[config.mk]
export PLATFORM = sky130hd
export DESIGN_NAME = utf32_byte_decoder_top
export DESIGN_NICKNAME = d
export VERILOG_FILES = /design/src/u32bd_pkg.sv /design/src/utf32_byte_decoder_top.sv
export SDC_FILE = /design/constraint.sdc
export NUM_CORES = 1
export LEC_CHECK = 0
export ABC_AREA = 1
export BUFFER_PORTS_ARGS = -buffer_cell sky130_fd_sc_hd__buf_2
export CAP_MARGIN = 20
export CORE_MARGIN = 3
export CORE_UTILIZATION = 55
export CTS_BUF_LIST = sky130_fd_sc_hd__clkbuf_8
export CTS_CLUSTER_SIZE = 20
export DETAILED_ROUTE_END_ITERATION = 10
export GPL_TIMING_DRIVEN = 0
export MAX_ROUTING_LAYER = met4
export PLACE_DENSITY = 0.75
export SYNTH_ARGS = -nofsm -noshare
export SYNTH_HDL_FRONTEND = slang
export SYNTH_SLANG_ARGS = --single-unit
export TNS_END_PERCENT = 1
[constraint.sdc]
create_clock -name clk -period 4.4 [get_ports clk]
set_input_delay 0.44 -clock clk [delete_from_list [all_inputs] [get_ports clk]]
set_output_delay 0.44 -clock clk [all_outputs]
set_load 0.005 [all_outputs]
[src/u32bd_pkg.sv]
// ----------------------------------------------------------------------------
// u32bd_pkg: shared types and constants for the UTF-32 byte decoder
// Byte order codes, byte order marks and the result beat layout.
// ----------------------------------------------------------------------------
`timescale 1ns / 1ps

package u32bd_pkg;

  typedef logic [1:0] order_t;

  localparam order_t ORDER_BIG    = 2'd0;
  localparam order_t ORDER_LITTLE = 2'd1;
  localparam order_t ORDER_DETECT = 2'd2;
  localparam order_t ORDER_UNDEF  = 2'd3;

  localparam logic [31:0] MARK_BIG    = 32'h0000_feff;
  localparam logic [31:0] MARK_LITTLE = 32'hfffe_0000;

  typedef struct packed {
    logic        code_valid;
    logic [31:0] code_point;
    logic        status;
    order_t      byte_order_now;
  } result_t;

endpackage

[src/utf32_byte_decoder_top.sv]
// ----------------------------------------------------------------------------
// utf32_byte_decoder_top: UTF-32 byte decoder with byte order mark detection
// Result beats are registered; one byte accepted per cycle while in_stall is low.
// The rate is set by one decode pass between the word state and the result
// register; a skid register keeps input flowing for one stalled result beat.
// Synchronous active-low reset: detect order, empty word, no beats held.
// ----------------------------------------------------------------------------
`timescale 1ns / 1ps

module utf32_byte_decoder_top (
  input  logic        clk,
  input  logic        rst_n,
  input  logic        cfg_we,
  input  logic [1:0]  cfg_wdata,
  input  logic        in_valid,
  output logic        in_stall,
  input  logic [7:0]  in_byte,
  output logic        out_valid,
  input  logic        out_stall,
  output logic        out_code_valid,
  output logic [31:0] out_code_point,
  output logic        out_status,
  output logic [1:0]  out_byte_order_now
);

  logic [31:0]       partial_r, partial_nxt;
  logic [1:0]        idx_r, idx_nxt;
  u32bd_pkg::order_t order_r, order_nxt;
  logic              emitted_r, emitted_nxt;

  u32bd_pkg::result_t res;
  u32bd_pkg::result_t out_r;
  u32bd_pkg::result_t skid_r;
  logic               out_vld_r;
  logic               skid_vld_r;

  logic        in_acc;
  logic        out_free;
  logic [31:0] w_big;
  logic [31:0] w_lit;
  logic        is_mark;

  assign in_stall = skid_vld_r;
  assign in_acc   = in_valid && !skid_vld_r;
  assign out_free = !out_vld_r || !out_stall;

  assign w_big = {partial_r[23:0], in_byte};

  always_comb begin
    unique case (idx_r)
      2'd0: w_lit = {partial_r[31:8], in_byte};
      2'd1: w_lit = {partial_r[31:16], in_byte, partial_r[7:0]};
      2'd2: w_lit = {partial_r[31:24], in_byte, partial_r[15:0]};
      2'd3: w_lit = {in_byte, partial_r[23:0]};
      default: w_lit = partial_r;
    endcase
  end

  // Decode one byte against the current word state
  always_comb begin
    partial_nxt = partial_r;
    idx_nxt     = idx_r;
    order_nxt   = order_r;
    emitted_nxt = emitted_r;
    res.code_valid = 1'b0;
    res.code_point = 32'd0;
    res.status     = 1'b0;
    is_mark        = 1'b0;
    unique case (order_r)
      u32bd_pkg::ORDER_DETECT: begin
        if (emitted_r) begin
          res.status = 1'b1;
        end else if (idx_r == 2'd3) begin
          if (w_big == u32bd_pkg::MARK_BIG) begin
            order_nxt = u32bd_pkg::ORDER_BIG;
          end else if (w_big == u32bd_pkg::MARK_LITTLE) begin
            order_nxt = u32bd_pkg::ORDER_LITTLE;
          end else begin
            res.status = 1'b1;
          end
          partial_nxt = 32'd0;
          idx_nxt     = 2'd0;
        end else begin
          partial_nxt = w_big;
          idx_nxt     = idx_r + 2'd1;
        end
      end
      u32bd_pkg::ORDER_BIG, u32bd_pkg::ORDER_LITTLE: begin
        partial_nxt = (order_r == u32bd_pkg::ORDER_BIG) ? w_big : w_lit;
        if (idx_r == 2'd3) begin
          is_mark = (partial_nxt == u32bd_pkg::MARK_BIG) ||
                    (partial_nxt == u32bd_pkg::MARK_LITTLE);
          // drop a misplaced mark
          if (is_mark) begin
            res.status = 1'b1;
          end else begin
            res.code_valid = 1'b1;
            res.code_point = partial_nxt;
            emitted_nxt    = 1'b1;
          end
          partial_nxt = 32'd0;
          idx_nxt     = 2'd0;
        end else begin
          idx_nxt = idx_r + 2'd1;
        end
      end
      u32bd_pkg::ORDER_UNDEF: begin
        res.status = 1'b1;
      end
      default: begin
        res.status = 1'b1;
      end
    endcase
    res.byte_order_now = order_nxt;
  end

  always_ff @(posedge clk) begin
    if (!rst_n) begin
      partial_r <= 32'd0;
      idx_r     <= 2'd0;
      order_r   <= u32bd_pkg::ORDER_DETECT;
      emitted_r <= 1'b0;
    end else if (cfg_we) begin
      partial_r <= 32'd0;
      idx_r     <= 2'd0;
      order_r   <= cfg_wdata;
    end else if (in_acc) begin
      partial_r <= partial_nxt;
      idx_r     <= idx_nxt;
      order_r   <= order_nxt;
      emitted_r <= emitted_nxt;
    end
  end

  // Result register with one skid entry behind it
  always_ff @(posedge clk) begin
    if (!rst_n) begin
      out_vld_r  <= 1'b0;
      skid_vld_r <= 1'b0;
    end else if (skid_vld_r) begin
      if (out_free) begin
        out_r      <= skid_r;
        out_vld_r  <= 1'b1;
        skid_vld_r <= 1'b0;
      end
    end else if (in_acc) begin
      if (out_free) begin
        out_r     <= res;
        out_vld_r <= 1'b1;
      end else begin
        // hold the new beat until the result register drains
        skid_r     <= res;
        skid_vld_r <= 1'b1;
      end
    end else if (out_free) begin
      out_vld_r <= 1'b0;
    end
  end

  assign out_valid          = out_vld_r;
  assign out_code_valid     = out_r.code_valid;
  assign out_code_point     = out_r.code_point;
  assign out_status         = out_r.status;
  assign out_byte_order_now = out_r.byte_order_now;

`ifndef SYNTHESIS
  a_skid_behind_out: assert property (@(posedge clk) disable iff (!rst_n)
    skid_vld_r |-> out_vld_r)
    else $error("skid entry held with empty result register");

  a_code_no_error: assert property (@(posedge clk) disable iff (!rst_n)
    (out_vld_r && out_r.code_valid) |-> !out_r.status)
    else $error("code point beat flagged as error");

  a_code_zero: assert property (@(posedge clk) disable iff (!rst_n)
    (out_vld_r && !out_r.code_valid) |-> (out_r.code_point == 32'd0))
    else $error("non-zero code point without code_valid");

  a_undef_idle_word: assert property (@(posedge clk) disable iff (!rst_n)
    (order_r == u32bd_pkg::ORDER_UNDEF) |-> (idx_r == 2'd0))
    else $error("word gathered in undefined order");

  a_locked_detect_idle: assert property (@(posedge clk) disable iff (!rst_n)
    (order_r == u32bd_pkg::ORDER_DETECT && emitted_r) |-> (idx_r == 2'd0))
    else $error("word gathered in detect order after output");
`endif

endmodule

== After elaboration in Yosys (flattened, before gate mapping) ==
Index checks and enable logic that the tools add are counted.

* Bits in registers: 111
* Latch bits: 0
* Bits in writable memories: 0
* ROM bits: 0
* Output and inout port bits: 38
* Word-level logic and storage cells: 85
* Memories: 0

* Add/subtract/negate cells: 1
* $mul: 0
* Divide/modulo/power cells: 0
* Magnitude comparators: 0
* Eq/ne operators: 11
* Shifts and indexed selects: 0
* Multiplexer cells: 36
* Bitwise logic cells: 5
* Reduce and logical (&&, ||, !) cells: 18

{| class="wikitable"
|+ Operator list
! cell !! number
|-
| 36-bit two-way mux || 4
|-
| 32-bit two-way mux || 4
|-
| 32-bit case mux with 4 select lines || 1
|-
| 33-bit two-way mux || 2
|-
| 32-bit by 16-bit == test with 1-bit output (second input constant) || 2
|-
| 32-bit == test (second input constant) || 2
|-
| 32-bit case mux with 2 select lines || 1
|-
| 34-bit two-way mux || 1
|-
| 2-bit two-way mux || 9
|-
| 1-bit two-way mux || 12
|-
| 2-bit == test (second input constant) || 4
|-
| 3-bit AND reduction || 2
|-
| 2-bit nonzero test || 3
|-
| 1-bit NOT || 5
|-
| 5-bit AND reduction || 1
|-
| 2-bit by 1-bit == test with 1-bit output (second input constant) || 2
|-
| 2-bit logical NOT || 2
|-
| 2-bit case mux with 2 select lines || 1
|-
| 4-bit AND reduction || 1
|-
| 2-bit OR reduction || 2
|-
| 1-bit logical NOT || 3
|-
| 1-bit case mux with 3 select lines || 1
|-
| 3-bit nonzero test || 1
|-
| 2-bit by 1-bit adder with 2-bit output (second input constant) || 1
|-
| other kinds (3) || 4
|}

== Longest topological paths before layout ==
* Depth after elaboration: 11
* Depth in mapped cells: 20
* Depth with buffers taken out: 19

== Worst setup path before layout ==
No wires, ideal clock.

* Kind: register to register
* From: register skid_vld_r, in the netlist in_stall
* To: register out_r, in the netlist out_byte_order_now[0], enable pin
* Setup time: 0.474 ns
* Arrival time: 3.286 ns
* Required time: 3.926 ns
* Setup slack: 0.640 ns
* Cell stages (with the launch flop): 4
* Period minus slack after synthesis: 3.760 ns
* Cell sequence: dfxtp_1 > clkbuf_1 > nor2_1 > nor3_1

* Longest elaborated chain between the ends: 4

{| class="wikitable"
|+ RTL lines
! what !! line !! text
|-
| start: declaration || utf32_byte_decoder_top.sv:35 || <nowiki>logic skid_vld_r;</nowiki>
|-
| start signal: assignment || utf32_byte_decoder_top.sv:139 || <nowiki>skid_vld_r <= 1'b0;</nowiki>
|-
| start signal: assignment || utf32_byte_decoder_top.sv:144 || <nowiki>skid_vld_r <= 1'b0;</nowiki>
|-
| start signal: assignment || utf32_byte_decoder_top.sv:153 || <nowiki>skid_vld_r <= 1'b1;</nowiki>
|-
| 1-bit logical NOT || utf32_byte_decoder_top.sv:44 || <nowiki>assign in_acc = in_valid && !skid_vld_r;</nowiki>
|-
| 1-bit logical AND || utf32_byte_decoder_top.sv:44 ||
|-
| 2-bit nonzero test (no source line) * || -- ||
|-
| 3-bit AND reduction (no source line) * || -- ||
|-
| end signal: assignment || utf32_byte_decoder_top.sv:142 || <nowiki>out_r <= skid_r;</nowiki>
|-
| end signal: assignment || utf32_byte_decoder_top.sv:148 || <nowiki>out_r <= res;</nowiki>
|-
| end: declaration || utf32_byte_decoder_top.sv:32 || <nowiki>u32bd_pkg::result_t out_r;</nowiki>
|}

Mark *: on every way between the ends. The rest lies on a longest branch, timed or not.
A chain may end at the register's enable or synchronous reset.

==> impl_metrics.json <==
{
  "cts_made_buffers": 9,
  "tightestPinTransition_ps": 833,
  "dieArea_sq_um": 12300,
  "die_w_um": 111,
  "drt_iter0_markers": 592,
  "synth.avg_cell_area_sq_um": 7.29,
  "cts_tree": "yes",
  "hpwl_um": 13400,
  "final.fill_count": 946,
  "r2r-end": "out_code_point[31]",
  "post-place-ws_ps": 1470,
  "r2r-start": "idx_r[1]",
  "crit_cells": 17,
  "synth.distinct_cells": 26,
  "hold_class": "input pin to flip-flop",
  "finalHoldViolations": 0,
  "critPathSlowestCell": "dfxtp_1",
  "grt_antenna_before_repair": 0,
  "cts_num_sinks": 111,
  "sw_frac_of_total": 0.311,
  "powerDensity_nw_per_um2": 315,
  "peakVddDrop_mv": 0.198,
  "ys_seq_area_frac": 0.487,
  "totalWireLength_um": 17400,
  "rsz0062_at_grt": "no",
  "ant_nets": 0,
  "syn_area_sq_um": 6040,
  "finalCriticalPeriod_ps": 2990,
  "ys_warn_count": 0,
  "reg2reg_depth": 17,
  "drc": 0,
  "status": "finished, final reports clean",
  "postCtsSetupRepairBufs": 0,
  "viasPerCell": 5.60,
  "initial_core_util": 0.575,
  "finalSetupViolCount": 0,
  "critical_path.max_stage_delay_ps": 400,
  "crit_path_cell_trace": "inv_1 > ha_1 > inv_2 > nand3_1 > nand2_1 > nand3_1 > nand2_1 > nand2_1 > nor2_1 > nand2_1 > nor2_1 > nand2_2 > nand3_4 > buf_4 > nor2_1 > nand2_1 > nand2_1",
  "clock_path_buffers": 2,
  "multiInputGateArea_sq_um": 2570,
  "crit_type": "flip-flop to flip-flop",
  "synth_adder_area_share": 0.00829,
  "grt.total_usage": 0.293,
  "crit_start": "idx_r[1]",
  "clock_skew_ps": 11.3,
  "syn-num-nets": 848,
  "critPathRequiredTime_ps": 4560,
  "grt_max_degree": 23,
  "seq_area_sq_um": 2940,
  "p_int_uw": 1460,
  "seqPwrFrac": 0.548,
  "syn2layout_area_growth_pct": 11.2,
  "synth_mux_area_frac": 0,
  "io_pins": 53,
  "start_kind": "flip-flop",
  "grt_pass1_wl_um": 28200,
  "htree_levels": 3,
  "crit_buf_inv": 3,
  "num_vias": 5799,
  "postSynthCellCount": 829,
  "fin_ws_ps": 1410,
  "synthSimpleGateAreaFrac": 0.305,
  "drv_cap": 0,
  "die_h_um": 111,
  "fin_nets": 914,
  "rows": 37,
  "postCtsHoldBufs": 0,
  "worstPathArrival_ps": 3150,
  "dr.pass1.iters": 5,
  "grt-ovfl-total": 0,
  "critPathCaptureType": "flip-flop",
  "synth-compound-area-share": 0.110,
  "p_clk_frac": 0.284,
  "port_buffers": 52,
  "clock_latency_ps": 390,
  "clk_root_buffer_cell": "clkbuf_8",
  "ctsResizeCount": 0,
  "power_uw": 2120,
  "slew_headroom": 0.442,
  "core-area_sq_um": 10500,
  "insertedDiodeCount": 0,
  "max_freq_mhz": 334,
  "power_switching_uw": 657,
  "grt_pass1_vias": 5506,
  "drive_gt1_frac": 0.117,
  "crit_family": "simple AND/OR/NAND/NOR gates",
  "drv_slew": 0,
  "wl_per_cell_um": 16.8,
  "clkTransAtPathRegs_ps": 110,
  "critPathMostFrequentCell": "nand2_1",
  "critPathMaxFanout": 10,
  "synth_xor_area_frac": 0,
  "timing.hold.ws_ps": 308,
  "setup_tns_ps": 0,
  "p_leak_uw": 0.00290,
  "finalCritPeriodShare": 0.680,
  "crit_end": "out_code_point[31]",
  "combinationalPowerShare": 0.168,
  "gp_congestion": 0.972,
  "ys_ff_latch": 111,
  "synth_top_family_by_area": "simple AND/OR/NAND/NOR gates",
  "r2r_slack_ps": 1410
}
==> per-layer routing <==
layer	vias to the layer above	track usage	wire length, um
met3	30	0.0448	1590
met1	2664	0.403	7580
met5	-	-	0
met2	307	0.446	7920
met4	0	0.101	347
li1	2798	-	-
==> placed cells by master (no fill, tap or decap), drive strengths merged <==
cell	instances
a21oi	74
buf	77
clkbuf	25
clkinv	3
clkinvlp	1
dfxtp	39
edfxtp	72
ha	4
inv	94
nand2	312
nand3	39
nand4	16
nor2	83
nor3	2
nor4	3
o211ai	4
o21ai	51
o21bai	1
==> power by group through the flow <==
stage               clock network (uW)  logic, uW  registers [uW]
floorplan                            0        225            1180
global placement                     0        335            1180
detailed placement                   0        346            1180
CTS                                607        347            1160
global route                       651        393            1160
finish                             601        355            1160
==> flip-flops by register name, indices dropped and copies added, names as in the netlist <==
name,count
emitted_r,1
partial_r,32
idx_r,2
out_code_valid,1
out_status,1
in_stall,1
out_byte_order_now,2
out_code_point,32
skid_r,36
order_r,2
out_valid,1
==> through the flow <==
stage / instances / instance area (sq um) / util
finish: 1036 / 6720 / 0.639
global route: 1036 / 6720 / 0.639
global placement: 1017 / 6470 / 0.616
CTS: 1036 / 6720 / 0.639
floorplan: 829 / 6040 / -
detailed placement: 1020 / 6530 / 0.621
==> area by class of cell <==
cell class	instances	area share
Sequential cell	111	0.438
Timing Repair Buffer	55	0.0456
Multi-Input combinational cell	589	0.383
Inverter	91	0.0509
Clock buffer	9	0.0184
Buffer	38	0.0294
Tap cell	136	0.0253
Clock inverter	7	0.00913
==> worst register-to-register path: cells and delay by family, from the launching register on <==
kind          cells  cell delay [ps]
flops             1              400
buf+inv           3              480
fa+ha+maj         1              240
simple gates     13             1650
==> synth_stat cells <==
master / instances / area [sq um]
o211ai_1: 4 / 30.0
buf_1: 4 / 15.0
o21ai_2: 1 / 8.76
clkbuf_1: 16 / 60.1
nor3_1: 2 / 10.0
nand2_1: 309 / 1160
inv_1: 83 / 312
o21bai_1: 1 / 7.51
nor2_1: 81 / 304
nand4_1: 16 / 100
nand2_2: 3 / 18.8
buf_2: 11 / 55.1
nor2_4: 2 / 22.5
edfxtp_1: 72 / 2160
o21ai_0: 41 / 205
o21ai_1: 9 / 45.0
ha_1: 4 / 50.1
buf_4: 3 / 22.5
dfxtp_1: 39 / 781
a21oi_1: 74 / 370
buf_6: 4 / 45.0
clkinv_1: 1 / 3.75
nand3_4: 1 / 17.5
nor4_1: 3 / 18.8
inv_2: 7 / 26.3
nand3_1: 38 / 190
==> worst min path at each step <==
stage	depth (start not counted)	start	end
floorplan	2	partial_r[24]	partial_r[24]
global placement	2	partial_r[24]	partial_r[24]
detailed placement	2	partial_r[24]	partial_r[24]
CTS	3	cfg_wdata[1]	order_r[1]
global route	3	cfg_wdata[1]	order_r[1]
finish	3	cfg_wdata[1]	order_r[1]
==> logic make-up after synthesis <==
group | after synthesis
flops | 111
simple gates | 455
compound gates | 130
fa+ha+maj | 4
buf+inv | 129
No activity file was read; power rests on OpenSTA's default activity.
